<file path="src/hw/rtl/sbqt_pkg.sv">
// ----------------------------------------------------------------------------
// sbqt_pkg - shared types for the semaphore blocked queue table
// Opcodes, status codes and sequencer states.
// ----------------------------------------------------------------------------
`default_nettype none
package sbqt_pkg;

  localparam logic [1:0] OP_INSERT = 2'd0;
  localparam logic [1:0] OP_REMOVE = 2'd1;
  localparam logic [1:0] OP_OUT    = 2'd2;
  localparam logic [1:0] OP_HEAD   = 2'd3;

  localparam logic [1:0] STAT_OK       = 2'd0;
  localparam logic [1:0] STAT_FULL     = 2'd1;
  localparam logic [1:0] STAT_NOTFOUND = 2'd2;
  localparam logic [1:0] STAT_RSVD     = 2'd3;

  typedef enum logic [3:0] {
    ST_IDLE,
    ST_ORD,
    ST_OKEY,
    ST_SCAN,
    ST_EXEC,
    ST_WCHK,
    ST_WNXT,
    ST_FIX,
    ST_RESP
  } state_t;

endpackage
`default_nettype wire

</file>
<file path="src/hw/rtl/semaphore_blocked_queue_table.sv">
// ----------------------------------------------------------------------------
// semaphore_blocked_queue_table - table of semaphores with blocked queues
// Keyed descriptors, each holding a linked FIFO of blocked process indices.
// ----------------------------------------------------------------------------
// Usage:
//   Input channel (in_valid/in_stall) carries one command transaction:
//   opcode, semaphore key and process index. Result channel
//   (out_valid/out_stall) returns one transaction per command: status and
//   the process removed, taken out or at the head.
//   Throughput: one command at a time. Every command that is not rejected
//   runs a key search over the descriptor memory, one entry per cycle
//   through a single comparator. Remove also follows a link when its queue
//   holds more than one process; out first reads the key its process is
//   blocked on and, after the search, walks the queue to find the
//   predecessor. Rejected commands skip the search and go straight to the
//   response. A new command is taken in the cycle after the result loads.
//   A finished result sits in the output register; the next command is taken
//   while it waits, and a later result holds in its final state until the
//   receiver drops stall.
//   Reset frees every descriptor and marks every process unblocked through
//   flip-flop flags; the memories themselves need no clearing.
// ----------------------------------------------------------------------------
`default_nettype none
module semaphore_blocked_queue_table
  import sbqt_pkg::*;
#(
  parameter int NUM_DESCRIPTORS = 32,
  parameter int NUM_PROCS       = 32,
  parameter int KEY_BITS        = 32
) (
  input  wire logic        clk,
  input  wire logic        rst_n,
  input  wire logic        in_valid,
  output logic             in_stall,
  input  wire logic [1:0]  in_opcode,
  input  wire logic [31:0] in_sem_key,
  input  wire logic [4:0]  in_proc_index,
  output logic             out_valid,
  input  wire logic        out_stall,
  output logic [1:0]       out_status,
  output logic [4:0]       out_proc_out
);

  localparam int DW = $clog2(NUM_DESCRIPTORS);
  localparam int PW = $clog2(NUM_PROCS);
  localparam logic [DW-1:0] LAST_DESC = DW'(NUM_DESCRIPTORS - 1);

  typedef struct packed {
    logic [KEY_BITS-1:0] key;
    logic [PW-1:0]       head;
    logic [PW-1:0]       tail;
  } desc_t;

  // Descriptor record memory and per-process memories
  desc_t               desc_mem [NUM_DESCRIPTORS];
  logic [PW-1:0]       pn_mem   [NUM_PROCS];
  logic [KEY_BITS-1:0] pk_mem   [NUM_PROCS];

  state_t state_r, state_nxt;

  logic [NUM_DESCRIPTORS-1:0] used_r, used_nxt;
  logic [NUM_PROCS-1:0]       blk_r, blk_nxt;

  logic [1:0]          op_r, op_nxt;
  logic [KEY_BITS-1:0] key_r, key_nxt;
  logic [PW-1:0]       p_r, p_nxt;
  logic [DW-1:0]       d_r, d_nxt;
  logic [DW-1:0]       cmp_idx_r, cmp_idx_nxt;
  logic                cmp_vld_r, cmp_vld_nxt;
  logic                hit_r, hit_nxt;
  logic [DW-1:0]       fd_r, fd_nxt;
  logic [DW-1:0]       free_r, free_nxt;
  logic                free_vld_r, free_vld_nxt;
  logic [PW-1:0]       hd_r, hd_nxt;
  logic [PW-1:0]       tl_r, tl_nxt;
  logic [PW-1:0]       cur_r, cur_nxt;
  logic [PW-1:0]       prev_r, prev_nxt;
  logic                prev_vld_r, prev_vld_nxt;
  logic [1:0]          st_r, st_nxt;
  logic [PW-1:0]       res_r, res_nxt;

  logic       out_valid_r, out_valid_nxt;
  logic [1:0] out_status_r, out_status_nxt;
  logic [4:0] out_proc_r, out_proc_nxt;

  // Memory ports
  desc_t               desc_q;
  logic                desc_we;
  logic [DW-1:0]       desc_waddr;
  desc_t               desc_wdata;
  logic [PW-1:0]       pn_q;
  logic [PW-1:0]       pn_raddr;
  logic                pn_we;
  logic [PW-1:0]       pn_waddr;
  logic [PW-1:0]       pn_wdata;
  logic [KEY_BITS-1:0] pk_q;
  logic                pk_we;

  // Incoming key masked to KEY_BITS, process index range check
  logic [KEY_BITS-1:0] key_in;
  logic [PW-1:0]       p_in;
  logic                p_ok;

  assign key_in = KEY_BITS'({32'd0, in_sem_key});
  assign p_in   = PW'(in_proc_index);
  assign p_ok   = (32'(in_proc_index) < NUM_PROCS);

  assign in_stall     = (state_r != ST_IDLE);
  assign out_valid    = out_valid_r;
  assign out_status   = out_status_r;
  assign out_proc_out = out_proc_r;

  always_ff @(posedge clk) begin
    if (!rst_n) begin
      state_r     <= ST_IDLE;
      used_r      <= '0;
      blk_r       <= '0;
      out_valid_r <= 1'b0;
      cmp_vld_r   <= 1'b0;
    end else begin
      state_r     <= state_nxt;
      used_r      <= used_nxt;
      blk_r       <= blk_nxt;
      out_valid_r <= out_valid_nxt;
      cmp_vld_r   <= cmp_vld_nxt;
    end
  end

  always_ff @(posedge clk) begin
    op_r         <= op_nxt;
    key_r        <= key_nxt;
    p_r          <= p_nxt;
    d_r          <= d_nxt;
    cmp_idx_r    <= cmp_idx_nxt;
    hit_r        <= hit_nxt;
    fd_r         <= fd_nxt;
    free_r       <= free_nxt;
    free_vld_r   <= free_vld_nxt;
    hd_r         <= hd_nxt;
    tl_r         <= tl_nxt;
    cur_r        <= cur_nxt;
    prev_r       <= prev_nxt;
    prev_vld_r   <= prev_vld_nxt;
    st_r         <= st_nxt;
    res_r        <= res_nxt;
    out_status_r <= out_status_nxt;
    out_proc_r   <= out_proc_nxt;
  end

  // Memories: one write and one registered read each per cycle
  always_ff @(posedge clk) begin
    if (desc_we) begin
      desc_mem[desc_waddr] <= desc_wdata;
    end
    desc_q <= desc_mem[d_r];
  end

  always_ff @(posedge clk) begin
    if (pn_we) begin
      pn_mem[pn_waddr] <= pn_wdata;
    end
    pn_q <= pn_mem[pn_raddr];
  end

  always_ff @(posedge clk) begin
    if (pk_we) begin
      pk_mem[p_r] <= key_r;
    end
    pk_q <= pk_mem[p_r];
  end

  always_comb begin
    state_nxt      = state_r;
    used_nxt       = used_r;
    blk_nxt        = blk_r;
    op_nxt         = op_r;
    key_nxt        = key_r;
    p_nxt          = p_r;
    d_nxt          = d_r;
    cmp_idx_nxt    = cmp_idx_r;
    cmp_vld_nxt    = 1'b0;
    hit_nxt        = hit_r;
    fd_nxt         = fd_r;
    free_nxt       = free_r;
    free_vld_nxt   = free_vld_r;
    hd_nxt         = hd_r;
    tl_nxt         = tl_r;
    cur_nxt        = cur_r;
    prev_nxt       = prev_r;
    prev_vld_nxt   = prev_vld_r;
    st_nxt         = st_r;
    res_nxt        = res_r;
    out_valid_nxt  = out_valid_r && out_stall;
    out_status_nxt = out_status_r;
    out_proc_nxt   = out_proc_r;
    desc_we        = 1'b0;
    desc_waddr     = fd_r;
    desc_wdata     = '{key: key_r, head: hd_r, tail: tl_r};
    pn_raddr       = cur_r;
    pn_we          = 1'b0;
    pn_waddr       = tl_r;
    pn_wdata       = p_r;
    pk_we          = 1'b0;

    case (state_r)
      ST_IDLE: begin
        if (in_valid) begin
          op_nxt       = in_opcode;
          key_nxt      = key_in;
          p_nxt        = p_in;
          d_nxt        = '0;
          hit_nxt      = 1'b0;
          free_vld_nxt = 1'b0;
          prev_vld_nxt = 1'b0;
          st_nxt       = STAT_NOTFOUND;
          res_nxt      = '0;
          case (in_opcode)
            OP_INSERT: begin
              if (!p_ok || key_in == '0 || blk_r[p_in]) begin
                state_nxt = ST_RESP;
              end else begin
                state_nxt = ST_SCAN;
              end
            end
            OP_OUT: begin
              if (!p_ok || !blk_r[p_in]) begin
                state_nxt = ST_RESP;
              end else begin
                state_nxt = ST_ORD;
              end
            end
            default: begin
              state_nxt = (key_in == '0) ? ST_RESP : ST_SCAN;
            end
          endcase
        end
      end
      ST_ORD: begin
        state_nxt = ST_OKEY;
      end
      ST_OKEY: begin
        key_nxt   = pk_q;
        state_nxt = ST_SCAN;
      end
      ST_SCAN: begin
        d_nxt       = (d_r == LAST_DESC) ? d_r : d_r + 1'b1;
        cmp_idx_nxt = d_r;
        cmp_vld_nxt = 1'b1;
        if (cmp_vld_r) begin
          if (used_r[cmp_idx_r] && desc_q.key == key_r) begin
            hit_nxt   = 1'b1;
            fd_nxt    = cmp_idx_r;
            hd_nxt    = desc_q.head;
            tl_nxt    = desc_q.tail;
            state_nxt = ST_EXEC;
          end else begin
            if (!used_r[cmp_idx_r] && !free_vld_r) begin
              free_nxt     = cmp_idx_r;
              free_vld_nxt = 1'b1;
            end
            if (cmp_idx_r == LAST_DESC) begin
              state_nxt = ST_EXEC;
            end
          end
        end
      end
      ST_EXEC: begin
        state_nxt = ST_RESP;
        case (op_r)
          OP_INSERT: begin
            if (hit_r) begin
              pn_we         = 1'b1;
              desc_we       = 1'b1;
              desc_wdata    = '{key: key_r, head: hd_r, tail: p_r};
              blk_nxt[p_r]  = 1'b1;
              pk_we         = 1'b1;
              st_nxt        = STAT_OK;
            end else if (free_vld_r) begin
              used_nxt[free_r] = 1'b1;
              desc_we          = 1'b1;
              desc_waddr       = free_r;
              desc_wdata       = '{key: key_r, head: p_r, tail: p_r};
              blk_nxt[p_r]     = 1'b1;
              pk_we            = 1'b1;
              st_nxt           = STAT_OK;
            end else begin
              st_nxt = STAT_FULL;
            end
          end
          OP_HEAD: begin
            if (hit_r) begin
              st_nxt  = STAT_OK;
              res_nxt = hd_r;
            end
          end
          OP_REMOVE: begin
            if (hit_r) begin
              st_nxt        = STAT_OK;
              res_nxt       = hd_r;
              blk_nxt[hd_r] = 1'b0;
              if (hd_r == tl_r) begin
                used_nxt[fd_r] = 1'b0;
              end else begin
                pn_raddr  = hd_r;
                state_nxt = ST_FIX;
              end
            end
          end
          default: begin
            if (hit_r) begin
              cur_nxt      = hd_r;
              prev_vld_nxt = 1'b0;
              state_nxt    = ST_WCHK;
            end
          end
        endcase
      end
      ST_WCHK: begin
        if (cur_r == p_r) begin
          pn_raddr  = p_r;
          state_nxt = ST_FIX;
        end else if (cur_r == tl_r) begin
          state_nxt = ST_RESP;
        end else begin
          pn_raddr     = cur_r;
          prev_nxt     = cur_r;
          prev_vld_nxt = 1'b1;
          state_nxt    = ST_WNXT;
        end
      end
      ST_WNXT: begin
        cur_nxt   = pn_q;
        state_nxt = ST_WCHK;
      end
      ST_FIX: begin
        state_nxt = ST_RESP;
        if (op_r == OP_REMOVE) begin
          desc_we    = 1'b1;
          desc_wdata = '{key: key_r, head: pn_q, tail: tl_r};
        end else begin
          blk_nxt[p_r] = 1'b0;
          st_nxt       = STAT_OK;
          res_nxt      = p_r;
          if (!prev_vld_r) begin
            if (p_r == tl_r) begin
              used_nxt[fd_r] = 1'b0;
            end else begin
              desc_we    = 1'b1;
              desc_wdata = '{key: key_r, head: pn_q, tail: tl_r};
            end
          end else begin
            pn_we    = 1'b1;
            pn_waddr = prev_r;
            pn_wdata = pn_q;
            if (p_r == tl_r) begin
              desc_we    = 1'b1;
              desc_wdata = '{key: key_r, head: hd_r, tail: prev_r};
            end
          end
        end
      end
      ST_RESP: begin
        // hold until the output register is free
        if (!out_valid_r || !out_stall) begin
          out_valid_nxt  = 1'b1;
          out_status_nxt = st_r;
          out_proc_nxt   = (st_r == STAT_OK) ? 5'(res_r) : 5'd0;
          state_nxt      = ST_IDLE;
        end
      end
      default: begin
        state_nxt = ST_IDLE;
      end
    endcase
  end

`ifndef SYNTHESIS
  a_busy_after_accept: assert property (@(posedge clk) disable iff (!rst_n)
    (in_valid && !in_stall) |=> in_stall)
    else $error("command taken without going busy");

  a_status_code: assert property (@(posedge clk) disable iff (!rst_n)
    out_valid |-> (out_status != STAT_RSVD))
    else $error("reserved status code driven");

  a_fail_zero: assert property (@(posedge clk) disable iff (!rst_n)
    (out_valid && out_status != STAT_OK) |-> (out_proc_out == 5'd0))
    else $error("failed command returned a process");

  a_blk_needs_desc: assert property (@(posedge clk) disable iff (!rst_n)
    (used_r == '0) |-> (blk_r == '0))
    else $error("process blocked with no descriptor in use");
`endif

endmodule
`default_nettype wire

</file>
<file path="config.mk">
export PLATFORM = sky130hd
export DESIGN_NAME = semaphore_blocked_queue_table
export DESIGN_NICKNAME = d
export VERILOG_FILES = /design/src/hw/rtl/sbqt_pkg.sv /design/src/hw/rtl/semaphore_blocked_queue_table.sv
export SDC_FILE = /design/constraint.sdc
export NUM_CORES = 2
export LEC_CHECK = 0
export BUFFER_PORTS_ARGS = -buffer_cell sky130_fd_sc_hd__buf_4
export CELL_PAD_IN_SITES_DETAIL_PLACEMENT = 1
export CELL_PAD_IN_SITES_GLOBAL_PLACEMENT = 1
export CORE_ASPECT_RATIO = 0.8
export CORE_MARGIN = 1.5
export CORE_UTILIZATION = 51
export CTS_CLUSTER_SIZE = 25
export DETAILED_ROUTE_END_ITERATION = 8
export PLACE_DENSITY = 0.87
export RECOVER_POWER = 50
export SKIP_LAST_GASP = 1
export SLEW_MARGIN = 30
export SYNTH_ARGS = -nofsm -noshare
export SYNTH_HDL_FRONTEND = slang
export SYNTH_SLANG_ARGS = --single-unit
</file>
<file path="constraint.sdc">
create_clock -name clk -period 3.8 [get_ports clk]
set_clock_uncertainty 0.1 [all_clocks]
set_input_delay 0.57 -clock clk [delete_from_list [all_inputs] [get_ports clk]]
set_output_delay 0.57 -clock clk [all_outputs]
set_load 0.005 [all_outputs]
</file>
==> out/qor.yml <==
run_status:
  status: "finished, violations left"
  violations: "max-capacitance violations, max-slew violations, negative setup slack"
setup_path:
  r2r_end: "desc_mem[14][2]$_DFFE_PP_"
  worstReg2RegStart: "state_r[0]$_SDFFE_PN0P_"
  endpoint_kind: "register"
  crit_path_start_kind: "register"
  path_max_fanout: 13
  arrival_ns: 4.38
  r2r_slack_ns: -0.09
  worstPathRequired_ns: 4.29
  crit_start: "state_r[0]$_SDFFE_PN0P_"
  crit_type: "register to register"
  r2r_cells: 9
  crit_end: "desc_mem[14][2]$_DFFE_PP_"
placement:
  port_buffers: 51
  dp_hpwl_mm: 175.5
  dpl_cell_area_um2: 112700
  place_congestion: 0.8766
  numPlacedInstances: 7654
routing:
  vias_per_cell: 7.388
  first_iter_violations: 11410
  vias: 60180
  dr.pass1.iters: 6
  drc: 0
  wl_mm: 364.4
  ant_nets: 0
  wire_per_inst_um: 44.74
synth:
  synthFlopType: "edfxtp_1"
  synth_edf_count: 2624
  synthSimpleGateAreaFrac_pct: 2.200
  yosys.cell_count.top_type: "edfxtp_1"
  yosys_warnings: 0
  synth_top_family_by_area: "multiplexers"
  synth_mux_area_share_pct: 16.72
  synthTopCellsByCount: "edfxtp_1 (2624), mux4_2 (696), nor2_1 (186)"
  synthArstFlopShare_pct: 0
  yosysTopAreaCell: "edfxtp_1"
  synth_area_leaders: "edfxtp_1 (74%), mux4_2 (15%), dfxtp_1 (2.8%), a22oi_1 (1.2%), mux2_2 (1.0%)"
  synth_compound_area_share_pct: 2.565
  synth_xor_xnor_area_share_pct: 0.4530
  synth-seq-area-share_pct: 76.90
  syn_avg_cell_area_um2: 21.73
  syn_nets: 4942
  syn_inst: 4893
  synth_cell_types: 75
  syn-cell-area_um2: 106300
  ys_ff_latch: 2773
  synthAdderAreaFrac_pct: 0.07059
  synth_top_area_share_pct: 74.09
global_routing:
  grt_pass1_wl_mm: 503.0
  track_usage_pct: 34.58
  first_global_vias: 60980
  antenna_found_initial: 9
  overflow: 0
  grt_max_degree: 158
finish:
  finalNetCount: 5261
  fin_cells: 8146
  stdcell_area_um2: 121100
  fill_cells: 17010
  multi_input_area_um2: 23950
  areaGrowthSynthToFinish_pct: 13.84
  regArea_um2: 81780
  layout-drive-gt1-share_pct: 27.49
clock_network:
  cts_made_buffers: 239
  cts_sinks: 2773
  cts_tree: "yes"
  cts_max_level: 4
  cts-root-buf: "clkbuf_16"
  clock_latency_ns: 0.94
  clkSlewWorstSetupHoldPaths_ns: 0.08
  clockBufferDepth: 3
sta:
  post-route-period-util_pct: 102.4
  hold_viol_final: 0
  relSlewSlack_pct: -129.3
  fin_crit_ns: 3.890
  rsz0062_at_grt: "true"
  fmax_ghz: 0.2571
  finalMaxSlewViolations: 2079
  tightest_slew_ns: 3.439
  whs_ns: 0.1167
  setup-violations-final: 79
  fin_ws_ns: -0.09018
die:
  die_width_um: 513.5
  io_pins: 52
  initial_core_util_pct: 51.44
  coreArea_um2: 206800
  die_y_um: 411.4
  row_count: 149
  dieArea_um2: 211300
power_and_ir_drop:
  power.leakage_nw: 37.64
  worst_ir_drop_vdd_v: 0.0006732
  total_power_w: 0.07178
  power_density_nw_per_um2: 592.9
hold_path:
  hold_path.class: "input pin to register"
run:
  maxCapViolCount: 33
## power breakdown
part	switching (W)	internal (W)
clock network	0.0126	0.0147
registers	0.000538	0.0356
logic	0.00549	0.00284
total	0.0187	0.0531
## flip-flops by register name, summed over array words and instances (netlist names), 4 cells and up
name and flops:
pn_q 5, desc_q 42, blk_r 32, free_r 5, pk_mem 1024, fd_r 5, cur_r 5, desc_mem 1344
pk_q 32, pn_mem 160, used_r 32, d_r 5, res_r 5, hd_r 5, state_r 4, prev_r 5
p_r 5, cmp_idx_r 5, key_r 32, out_proc_out 5, tl_r 5
## how the worst min path moves through the flow
stage,startpoint,to,slack [ns],depth (start not counted)
after floorplan,desc_q[5]$_DFF_P_,hd_r[0]$_DFFE_PP_,0.29,0
after global placement,desc_q[5]$_DFF_P_,hd_r[0]$_DFFE_PP_,0.29,0
after detailed placement,desc_q[0]$_DFF_P_,tl_r[0]$_DFFE_PP_,0.30,0
after CTS,in_sem_key[19],key_r[19]$_DFFE_PP_,0.005,2
after global routing,in_sem_key[13],key_r[13]$_DFFE_PP_,0.05,2
final,in_sem_key[13],key_r[13]$_DFFE_PP_,0.12,2
## critical path, stage by stage, from the launching register on
cell and delay (ns):
dfxtp_1 0.47, nor4b_4 0.50, nand2_1 0.18, nor2_1 0.76
nand3b_1 0.19, o21ai_0 0.17, nand2_1 0.12, buf_4 0.24
nor2_4 0.57, buf_12 0.24
## repair_timing
item                                   4_1_cts  5_1_grt
endpoints found under the hold margin       32        0
gates resized for setup                      0        1
hold buffers                                32        0
setup endpoints to repair                    0       63
buffers inserted                             0        2
## final cells by class
class | instances | area share, %
sequential | 2773 | 67.55
multi-input combinational | 1827 | 19.78
clock buffer | 307 | 5.402
timing repair buffer | 353 | 2.876
tap | 2718 | 2.809
clock inverter | 143 | 1.520
inverter | 18 | 0.05581
antenna | 7 | 0.01447
## metal layers
| layer | up-vias | routed length, um | global-route usage [%] |
|---|---|---|---|
| met3 | 1526 | 49180 | 8.471 |
| met5 | - | 78 | 0 |
| met2 | 6647 | 171500 | 54.30 |
| met4 | 12 | 25460 | 20.21 |
| met1 | 30800 | 118200 | 44.32 |
| li1 | 21200 | - | - |
## cell usage in the layout (no fill, tap or decap), types with 10 or more instances in the layout
| cell type | n |
|---|---|
| a21oi_1 | 43 |
| a22o_1 | 11 |
| a22oi_1 | 170 |
| a31oi_1 | 20 |
| and3_1 | 11 |
| buf_12 | 78 |
| buf_4 | 155 |
| bufinv_16 | 36 |
| clkbuf_1 | 85 |
| clkbuf_16 | 242 |
| clkbuf_2 | 33 |
| clkbuf_8 | 24 |
| clkinv_1 | 39 |
| clkinv_2 | 35 |
| clkinv_4 | 10 |
| clkinvlp_4 | 12 |
| dfxtp_1 | 149 |
| dlygate4sd3_1 | 32 |
| edfxtp_1 | 2624 |
| inv_1 | 17 |
| mux2_1 | 46 |
| mux2_2 | 50 |
| mux2i_1 | 101 |
| mux4_2 | 696 |
| nand2_1 | 73 |
| nand2b_1 | 10 |
| nand3_1 | 23 |
| nand4_1 | 46 |
| nor2_1 | 137 |
| nor2_4 | 46 |
| nor2b_1 | 10 |
| nor3_1 | 25 |
| nor4_1 | 13 |
| o211ai_1 | 27 |
| o21ai_0 | 72 |
| xnor2_1 | 45 |
| xor2_1 | 10 |
## stage by stage
step	setup TNS [ns]	setup slack, ns	util [%]
finish	-3.137	-0.09018	58.56
global route	-3.593	-0.07763	58.55
CTS	0	0.1459	58.72
detailed placement	0	0.3247	54.51
global placement	0	0.2052	54.49
floorplan	-349.54	-0.2997	-
## kinds of logic after synthesis
kind of cell             Yosys count
adder cells (fa/ha/maj)            6
AND/OR/NAND/NOR                  470
multiplexers                     894
AO/OA/AOI/OAI                    402
flip-flops                      2773
XOR/XNOR                          55
buffers and inverters            293
Note: power is estimated with default switching activity, not from simulation.
